## config.mk

```make
export PLATFORM = sky130hd
export DESIGN_NAME = utf8_escape_transcoder
export DESIGN_NICKNAME = d
export VERILOG_FILES = /design/src/rtl/core/utf8e_pkg.sv /design/src/rtl/core/utf8_escape_transcoder.sv
export SDC_FILE = /design/constraint.sdc
export NUM_CORES = 1
export LEC_CHECK = 0
export BUFFER_PORTS_ARGS = -buffer_cell sky130_fd_sc_hd__buf_4
export CAP_MARGIN = 25
export CORE_MARGIN = 3
export CORE_UTILIZATION = 35
export CTS_CLUSTER_DIAMETER = 100
export CTS_CLUSTER_SIZE = 16
export DETAILED_ROUTE_END_ITERATION = 7
export GPL_TIMING_DRIVEN = 0
export RECOVER_POWER = 25
export SYNTH_ARGS = -nofsm -noshare
export SYNTH_HDL_FRONTEND = slang
export SYNTH_SLANG_ARGS = --single-unit
```

## constraint.sdc

```tcl
create_clock -name i_clk -period 12.9 [get_ports i_clk]
set_input_delay 3.87 -clock i_clk [delete_from_list [all_inputs] [get_ports i_clk]]
set_output_delay 3.87 -clock i_clk [all_outputs]
set_load 0.05 [all_outputs]
```

## src/rtl/core/utf8e_pkg.sv

```systemverilog
// shared types, codes and helper functions of the utf-8 escape transcoder
package utf8e_pkg;

    // mode register codes (the unused code behaves as transcode)
    localparam logic [1:0] MODE_TRANSCODE = 2'd0;
    localparam logic [1:0] MODE_ESCAPE    = 2'd1;
    localparam logic [1:0] MODE_UNESCAPE  = 2'd2;

    // register word index on the config bus
    localparam logic REG_MODE = 1'b0;

    // characters with special handling
    localparam logic [7:0] CH_BACKSLASH = 8'h5C;
    localparam logic [7:0] CH_QUOTE     = 8'h22;
    localparam logic [7:0] CH_LF        = 8'h0A;
    localparam logic [7:0] CH_CR        = 8'h0D;
    localparam logic [7:0] CH_N         = 8'h6E;
    localparam logic [7:0] CH_R         = 8'h72;

    // results buffered per input word
    localparam int MAX_RES = 8;

    // input and output words
    typedef struct packed {
        logic [7:0] in_byte;
        logic       end_of_string;
    } t_in_word;

    typedef struct packed {
        logic [7:0] out_byte;
        logic       bad_lead;
        logic       last_of_run;
    } t_out_word;

    // one buffered result before the last flag is attached
    typedef struct packed {
        logic [7:0] out_byte;
        logic       bad_lead;
    } t_res;

    // shortest utf-8 form of one code point
    typedef struct packed {
        logic [5:0][7:0] bytes;
        logic [2:0]      len;
    } t_enc;

    // bytes produced by one code point, with the backslash flag it leaves
    typedef struct packed {
        logic [6:0][7:0] bytes;
        logic [2:0]      len;
        logic            bs_pending;
    } t_emit;

    // shift the gathered bits up over the missing continuation groups
    function automatic logic [30:0] pad_code(logic [30:0] acc, logic [2:0] n);
        logic [30:0] r;
        unique case (n)
            3'd0:    r = acc;
            3'd1:    r = {acc[24:0], 6'b0};
            3'd2:    r = {acc[18:0], 12'b0};
            3'd3:    r = {acc[12:0], 18'b0};
            3'd4:    r = {acc[6:0], 24'b0};
            default: r = {acc[0], 30'b0};
        endcase
        return r;
    endfunction

    // minimal utf-8 encoding, lead byte in entry 0
    function automatic t_enc encode(logic [30:0] c);
        t_enc e;
        e = '0;
        priority if (c < 31'h80) begin
            e.len      = 3'd1;
            e.bytes[0] = {1'b0, c[6:0]};
        end else if (c < 31'h800) begin
            e.len      = 3'd2;
            e.bytes[0] = {3'b110, c[10:6]};
            e.bytes[1] = {2'b10, c[5:0]};
        end else if (c < 31'h10000) begin
            e.len      = 3'd3;
            e.bytes[0] = {4'b1110, c[15:12]};
            e.bytes[1] = {2'b10, c[11:6]};
            e.bytes[2] = {2'b10, c[5:0]};
        end else if (c < 31'h200000) begin
            e.len      = 3'd4;
            e.bytes[0] = {5'b11110, c[20:18]};
            e.bytes[1] = {2'b10, c[17:12]};
            e.bytes[2] = {2'b10, c[11:6]};
            e.bytes[3] = {2'b10, c[5:0]};
        end else if (c < 31'h4000000) begin
            e.len      = 3'd5;
            e.bytes[0] = {6'b111110, c[25:24]};
            e.bytes[1] = {2'b10, c[23:18]};
            e.bytes[2] = {2'b10, c[17:12]};
            e.bytes[3] = {2'b10, c[11:6]};
            e.bytes[4] = {2'b10, c[5:0]};
        end else begin
            e.len      = 3'd6;
            e.bytes[0] = {7'b1111110, c[30]};
            e.bytes[1] = {2'b10, c[29:24]};
            e.bytes[2] = {2'b10, c[23:18]};
            e.bytes[3] = {2'b10, c[17:12]};
            e.bytes[4] = {2'b10, c[11:6]};
            e.bytes[5] = {2'b10, c[5:0]};
        end
        return e;
    endfunction

    // apply the mode to one decoded code point
    function automatic t_emit emit_char(logic [1:0] mode, logic bp, logic [30:0] c);
        t_emit       e;
        t_enc        enc;
        logic [30:0] cc;
        e            = '0;
        e.bs_pending = bp;
        cc           = c;
        if (mode == MODE_UNESCAPE) begin
            if (bp) begin
                // partner of a pending backslash
                e.bs_pending = 1'b0;
                if (c == 31'(CH_N)) begin
                    cc = 31'(CH_LF);
                end else if (c == 31'(CH_R)) begin
                    cc = 31'(CH_CR);
                end
                enc     = encode(cc);
                e.bytes = {8'h00, enc.bytes};
                e.len   = enc.len;
            end else if (c == 31'(CH_BACKSLASH)) begin
                e.bs_pending = 1'b1;
            end else begin
                enc     = encode(cc);
                e.bytes = {8'h00, enc.bytes};
                e.len   = enc.len;
            end
        end else if (mode == MODE_ESCAPE) begin
            if (c == 31'(CH_LF)) begin
                e.bytes[0] = CH_BACKSLASH;
                e.bytes[1] = CH_N;
                e.len      = 3'd2;
            end else if (c == 31'(CH_CR)) begin
                e.bytes[0] = CH_BACKSLASH;
                e.bytes[1] = CH_R;
                e.len      = 3'd2;
            end else if (c == 31'(CH_QUOTE) || c == 31'(CH_BACKSLASH)) begin
                enc     = encode(cc);
                e.bytes = {enc.bytes, CH_BACKSLASH};
                e.len   = enc.len + 3'd1;
            end else begin
                enc     = encode(cc);
                e.bytes = {8'h00, enc.bytes};
                e.len   = enc.len;
            end
        end else begin
            enc     = encode(cc);
            e.bytes = {8'h00, enc.bytes};
            e.len   = enc.len;
        end
        return e;
    endfunction

endpackage

```

## src/rtl/core/utf8_escape_transcoder.sv

```systemverilog
// utf-8 escape transcoder top level: decode, mode handling, re-encode, output buffer
//
// Takes one utf-8 byte per word (six-byte form, code points up to 31 bits) and returns
// the minimal utf-8 re-encoding, plain, escaped or unescaped as the mode register says.
// A byte is taken into an input register, decoded and expanded in one pass into an
// eight-entry result buffer, which drains one output word per cycle while the output
// is not stalled. Throughput is one input byte per cycle while no byte yields more than
// one output word and the output is not stalled; a byte that yields more words holds
// the input channel until the buffer's single output port has drained them. Sequence
// bytes with no output never hold the input channel. The user must write the mode
// register over the apb port while the stream is idle; the block does not enforce it.
module utf8_escape_transcoder (
    input  logic                      i_clk,
    input  logic                      i_rst_n,
    // input channel
    input  logic                      i_in_valid,
    output logic                      o_in_stall,
    input  utf8e_pkg::t_in_word       i_in_data,
    // output channel
    output logic                      o_out_valid,
    input  logic                      i_out_stall,
    output utf8e_pkg::t_out_word      o_out_data,
    // config port
    input  logic                      psel,
    input  logic                      penable,
    input  logic                      pwrite,
    input  logic [2:0]                paddr,
    input  logic [31:0]               pwdata,
    output logic [31:0]               prdata,
    output logic                      pready
);

    // registers
    logic [1:0]                                r_mode, n_mode;
    logic                                      r_in_valid, n_in_valid;
    utf8e_pkg::t_in_word                       r_in, n_in;
    logic [2:0]                                r_bytes_left, n_bytes_left;
    logic [30:0]                               r_code_accum, n_code_accum;
    logic                                      r_bs_pending, n_bs_pending;
    utf8e_pkg::t_res [utf8e_pkg::MAX_RES-1:0]  r_buf, n_buf;
    logic [3:0]                                r_cnt, n_cnt;
    logic [2:0]                                r_idx, n_idx;
    logic                                      r_out_valid, n_out_valid;

    // decode results
    logic [2:0]                                bl;
    logic [30:0]                               acc_step;
    logic [2:0]                                bl_step;
    logic [30:0]                               st_acc;
    logic [2:0]                                st_bl;
    logic                                      first_valid;
    logic [30:0]                               first_code;
    logic                                      second_valid;
    logic                                      bad;
    logic                                      bp_a;
    logic                                      bp_b;
    logic                                      push_nul;
    utf8e_pkg::t_emit                          ea;
    utf8e_pkg::t_emit                          eb;
    utf8e_pkg::t_res [utf8e_pkg::MAX_RES-1:0]  list;
    logic [3:0]                                cnt;
    logic [3:0]                                pos;

    // handshake
    logic                                      in_accept;
    logic                                      deliver;
    logic                                      is_last;
    logic                                      buf_done;
    logic                                      load;
    logic                                      cfg_write;

    // config port
    assign pready    = 1'b1;
    assign cfg_write = psel && penable && pwrite && (paddr[2] == utf8e_pkg::REG_MODE);
    assign prdata    = (paddr[2] == utf8e_pkg::REG_MODE) ? {30'b0, r_mode} : 32'b0;
    assign n_mode    = cfg_write ? pwdata[1:0] : r_mode;

    // handshake control
    assign is_last     = (({1'b0, r_idx} + 4'd1) == r_cnt);
    assign deliver     = r_out_valid && !i_out_stall;
    assign buf_done    = !r_out_valid || (deliver && is_last);
    assign load        = r_in_valid && buf_done;
    assign o_in_stall  = r_in_valid && !buf_done;
    assign in_accept   = i_in_valid && !o_in_stall;

    // input register
    always_comb begin
        n_in       = in_accept ? i_in_data : r_in;
        n_in_valid = in_accept ? 1'b1 : (load ? 1'b0 : r_in_valid);
    end

    // decode the byte against the sequence state
    always_comb begin
        bl           = (r_bytes_left > 3'd5) ? 3'd5 : r_bytes_left;
        acc_step     = {r_code_accum[24:0], r_in.in_byte[5:0]};
        bl_step      = bl - 3'd1;
        st_acc       = r_code_accum;
        st_bl        = bl;
        first_valid  = 1'b0;
        first_code   = '0;
        second_valid = 1'b0;
        bad          = 1'b0;
        if (bl != 3'd0) begin
            if (r_in.in_byte == 8'h00) begin
                // zero inside a sequence: pad, then a nul of its own
                first_valid  = 1'b1;
                first_code   = utf8e_pkg::pad_code(r_code_accum, bl);
                second_valid = 1'b1;
                st_acc       = '0;
                st_bl        = 3'd0;
            end else begin
                st_acc = acc_step;
                st_bl  = bl_step;
                if (bl_step == 3'd0) begin
                    first_valid = 1'b1;
                    first_code  = acc_step;
                    st_acc      = '0;
                end
            end
        end else begin
            priority if (r_in.in_byte < 8'h80) begin
                first_valid = 1'b1;
                first_code  = 31'(r_in.in_byte);
            end else if (r_in.in_byte < 8'hC0) begin
                bad = 1'b1;
            end else if (r_in.in_byte < 8'hE0) begin
                st_acc = 31'(r_in.in_byte[4:0]);
                st_bl  = 3'd1;
            end else if (r_in.in_byte < 8'hF0) begin
                st_acc = 31'(r_in.in_byte[3:0]);
                st_bl  = 3'd2;
            end else if (r_in.in_byte < 8'hF8) begin
                st_acc = 31'(r_in.in_byte[2:0]);
                st_bl  = 3'd3;
            end else if (r_in.in_byte < 8'hFC) begin
                st_acc = 31'(r_in.in_byte[1:0]);
                st_bl  = 3'd4;
            end else begin
                st_acc = 31'(r_in.in_byte[0]);
                st_bl  = 3'd5;
            end
        end
        // end of string flushes an open sequence
        if (r_in.end_of_string && st_bl != 3'd0) begin
            first_valid = 1'b1;
            first_code  = utf8e_pkg::pad_code(st_acc, st_bl);
            st_acc      = '0;
            st_bl       = 3'd0;
        end
    end

    // mode handling of up to two code points, then error and flush words
    always_comb begin
        ea   = utf8e_pkg::emit_char(r_mode, r_bs_pending, first_code);
        bp_a = first_valid ? ea.bs_pending : r_bs_pending;
        if (bad && r_mode == utf8e_pkg::MODE_UNESCAPE) begin
            bp_a = 1'b0;
        end
        eb       = utf8e_pkg::emit_char(r_mode, bp_a, 31'b0);
        bp_b     = second_valid ? eb.bs_pending : bp_a;
        push_nul = r_in.end_of_string && bp_b;

        list = '0;
        cnt  = 4'd0;
        pos  = 4'd0;
        if (first_valid) begin
            for (int j = 0; j < 7; j++) begin
                if (3'(j) < ea.len) begin
                    list[3'(j)].out_byte = ea.bytes[3'(j)];
                end
            end
            cnt = {1'b0, ea.len};
        end
        if (second_valid) begin
            for (int j = 0; j < 7; j++) begin
                pos = cnt + 4'(j);
                if (3'(j) < eb.len && pos < 4'(utf8e_pkg::MAX_RES)) begin
                    list[pos[2:0]].out_byte = eb.bytes[3'(j)];
                end
            end
            cnt = cnt + {1'b0, eb.len};
            if (cnt > 4'(utf8e_pkg::MAX_RES)) begin
                cnt = 4'(utf8e_pkg::MAX_RES);
            end
        end
        if (bad) begin
            list[0].out_byte = 8'h00;
            list[0].bad_lead = 1'b1;
            cnt              = 4'd1;
        end
        if (push_nul && cnt < 4'(utf8e_pkg::MAX_RES)) begin
            list[cnt[2:0]] = '0;
            cnt            = cnt + 4'd1;
        end
    end

    // state and result buffer next values
    always_comb begin
        n_bytes_left = r_bytes_left;
        n_code_accum = r_code_accum;
        n_bs_pending = r_bs_pending;
        n_buf        = r_buf;
        n_cnt        = r_cnt;
        n_idx        = r_idx;
        n_out_valid  = r_out_valid;
        if (deliver) begin
            if (is_last) begin
                n_out_valid = 1'b0;
            end else begin
                n_idx = r_idx + 3'd1;
            end
        end
        if (load) begin
            n_bytes_left = st_bl;
            n_code_accum = st_acc;
            n_bs_pending = push_nul ? 1'b0 : bp_b;
            n_buf        = list;
            n_cnt        = cnt;
            n_idx        = 3'd0;
            n_out_valid  = (cnt != 4'd0);
        end
    end

    // registers
    always_ff @(posedge i_clk) begin
        if (!i_rst_n) begin
            r_mode       <= utf8e_pkg::MODE_TRANSCODE;
            r_in_valid   <= 1'b0;
            r_bytes_left <= 3'd0;
            r_code_accum <= '0;
            r_bs_pending <= 1'b0;
            r_cnt        <= 4'd0;
            r_idx        <= 3'd0;
            r_out_valid  <= 1'b0;
        end else begin
            r_mode       <= n_mode;
            r_in_valid   <= n_in_valid;
            r_bytes_left <= n_bytes_left;
            r_code_accum <= n_code_accum;
            r_bs_pending <= n_bs_pending;
            r_cnt        <= n_cnt;
            r_idx        <= n_idx;
            r_out_valid  <= n_out_valid;
        end
    end

    // payload registers
    always_ff @(posedge i_clk) begin
        r_in  <= n_in;
        r_buf <= n_buf;
    end

    // output word
    assign o_out_valid            = r_out_valid;
    assign o_out_data.out_byte    = r_buf[r_idx].out_byte;
    assign o_out_data.bad_lead    = r_buf[r_idx].bad_lead;
    assign o_out_data.last_of_run = is_last;

endmodule

```

==> metrics.txt <==
worst slew pin tran=1.10 ns; Final Hold Viols=0; via count=8334; Netlist Area Pre-Place=7800 µm²; Synth Area in Compound Gates=0.319; Die H=155 µm; layout cells sized above 1=0.172; Initial DRC Count=1160; core area=21900 µm²; Critical Path, Cell by Cell=clkbuf_4, o41a_1, and2_0, buf_4; Rows=54; Max-Cap Viols=0; WP data required=9.03 ns; clock root buffer=clkbuf_16; mux cell area share after synthesis=0.0521; post-route ant nets=0; Synth Area in XOR/XNOR=0.0112; DIE AREA=24100 µm²; Synth cell types=112; Num CTS Buffers=9; skew final=0.0181 ns; H-tree lvl count=3; initial antenna violation count=0; Vias/cell=6.35; post-CTS setup buffers=0; first-pass iteration count of the detailed router=6; simple-gate share of the synthesized area=0.255; RSZ-0062 raised after global routing=false; Peak VDD IR=0.0000627 V; # resized after CTS=0; RePlAce Congestion=1.02; Arr. time, crit path=4.86 ns; largest family of logic cells by synthesized area=compound AO/OA/AOI/OAI gates; Ys Warns=0; WL/cell=24.1 µm; Seq cells post-synth=86; Peak Freq=0.115 GHz; largest net degree at the start of global routing=22; total gr overflow=0; Final period util=0.677; Setup Total Neg Slack=0 ns; post-synthesis adder-cell area fraction=0.00962; Synth Flop Type=dfxtp_1; Leak Pwr=3.09 nW; Worst-path clk slew=0.07 ns; ANT cells=0; status=finished, final reports clean; hold slack=0.481 ns; Slew Limit Fails=0; final worst path period need=8.73 ns; port bufs=32; CP max FO=4; Pwr per Cell Area=106 nW/µm²; clk_lat worst skew=0.38 ns; TritonCTS clock tree=done; Total Routing Usage GR=0.258; Post-Syn Area per Cell=8.18 µm²; sequential area share after synthesis=0.272; io pins=96; number of global-route vias before repair=7599; Area contributors post-synth=edfxtp_1, dfxtp_1, nand2_1; Total Power=0.930 mW; Crit. End Element=output pin; critical path class=input port to output pin; Largest stage delay, worst path=0.46 ns; Clock Sinks=86; detailed-route DRC error count=0; DPL Wire Length=24200 µm; slowest stage cell, crit path=o41a_1; final setup vio count=0; Initial Utilization=0.357; Nets=1085; Post-synth EDFFs=40; final wirelength=31600 µm; Die X=155 µm; Slew headroom=0.261; Cells after Synth=954; post-synth top area share=0.154; CTS Buffer Depth=2; first-pass GRT wire length=47700 µm; Hold WC Path Type=register to register; ys async rst share=0; Synth area leader=edfxtp_1; Layout area overhead=12.9%; Startpoint Class=input port; post-cts hold buffer count=0
## per-layer routing
layer | part of all wire | vias up | global-route usage | routed length [µm]
met3 | 0.10 | 79 | 0.0531 | 3290
met1 | 0.44 | 4004 | 0.375 | 13900
met2 | 0.42 | 513 | 0.377 | 13400
met5 | 0 | - | 0 | 0
li1 | - | 3738 | - | -
met4 | 0.032 | 0 | 0.0963 | 997
## through the flow
| step | instance area [µm²] | utilization | setup WS, ns | cells |
|---|---|---|---|---|
| after CTS | 8810 | 0.403 | 4.19 | 1312 |
| after global placement | 8500 | 0.388 | 4.19 | 1295 |
| after global routing | 8810 | 0.402 | 4.13 | 1313 |
| after detailed placement | 8530 | 0.390 | 4.19 | 1296 |
| after floorplan | 7910 | - | 4.39 | 983 |
| final | 8810 | 0.402 | 4.17 | 1313 |
## cell usage after synthesis (all sizes together), types with 5 or more instances
master	instances
ha	6
nor2b	27
a32oi	6
mux4	7
clkbuf	38
nor3	41
a21o	6
nand3	28
nor3b	5
mux2i	20
nand3b	5
nor2	81
a21oi	63
nand4	12
a21boi	7
a32o	6
a31oi	19
dfxtp	46
and3	9
o21ai	72
a22oi	40
a211oi	17
nand2b	10
edfxtp	40
nor4	12
o21a	5
inv	13
o22ai	5
o211ai	12
or2	9
and2	11
xnor2	6
o31ai	5
nand2	93
a221oi	5
or3	10
buf	66
a22o	22
## cell usage in the layout, fill, tap and decap left out, types with 34 or more instances in the layout
cell,instances
a21oi_1,59
a22oi_1,39
buf_4,55
clkbuf_1,42
dfxtp_1,46
edfxtp_1,40
nand2_1,92
nor2_1,77
nor3_1,34
o21ai_0,64
## report_power, final
group	internal, mW	leakage (nW)	total, mW	switching (mW)
sequential	0.302	0.760	0.308	0.00641
combinational	0.108	2.20	0.360	0.252
clock	0.133	0.129	0.262	0.129
total	0.543	3.09	0.930	0.387
## flip-flops by register name, indices dropped and copies added, names as in the netlist
signal,count
acc_step,6
r_cnt,4
r_idx,3
r_in,3
r_buf,31
r_code_accum,31
r_bytes_left,3
r_in_valid,1
r_bs_pending,1
r_mode,2
o_out_valid,1
## cell families (layout without fill, tap and decap cells)
logic type / count (synthesis) / after routing
multiplexers: 31 / 31
buffers and inverters: 117 / 167
XOR/XNOR: 10 / 10
flip-flops: 86 / 86
AO/OA/AOI/OAI: 337 / 337
other: 2 / 31
adder cells (fa/ha/maj): 6 / 6
AND/OR/NAND/NOR: 365 / 365
## critical path: cells and delay by family
family | cells | cell delay [ns]
compound gates | 1 | 0.46
buf+inv | 2 | 0.31
simple gates | 1 | 0.21
## worst paths after layout
check / start / slack [ns] / end / cells past startpoint
worst min-delay path: r_cnt[1]$_SDFFE_PN0P_ / 0.48 / r_cnt[1]$_SDFFE_PN0P_ / 2
worst max register to register: acc_step[0]$_DFFE_PP_ / 5.22 / r_buf[3]$_DFFE_PP_ / 23
worst max-delay path: i_out_stall / 4.17 / o_in_stall / 4
worst min register to register: r_cnt[1]$_SDFFE_PN0P_ / 0.48 / r_cnt[1]$_SDFFE_PN0P_ / 2
## layout make-up
class | count | area, µm²
sequential | 86 | 2120
buffer | 104 | 572
tap | 280 | 350
multi-input combinational | 780 | 5170
clock buffer | 9 | 225
inverter | 13 | 48.8
fill | 2312 | 13100
timing repair buffer | 34 | 264
clock inverter | 7 | 55.1
(Power assumes the default switching activity.)
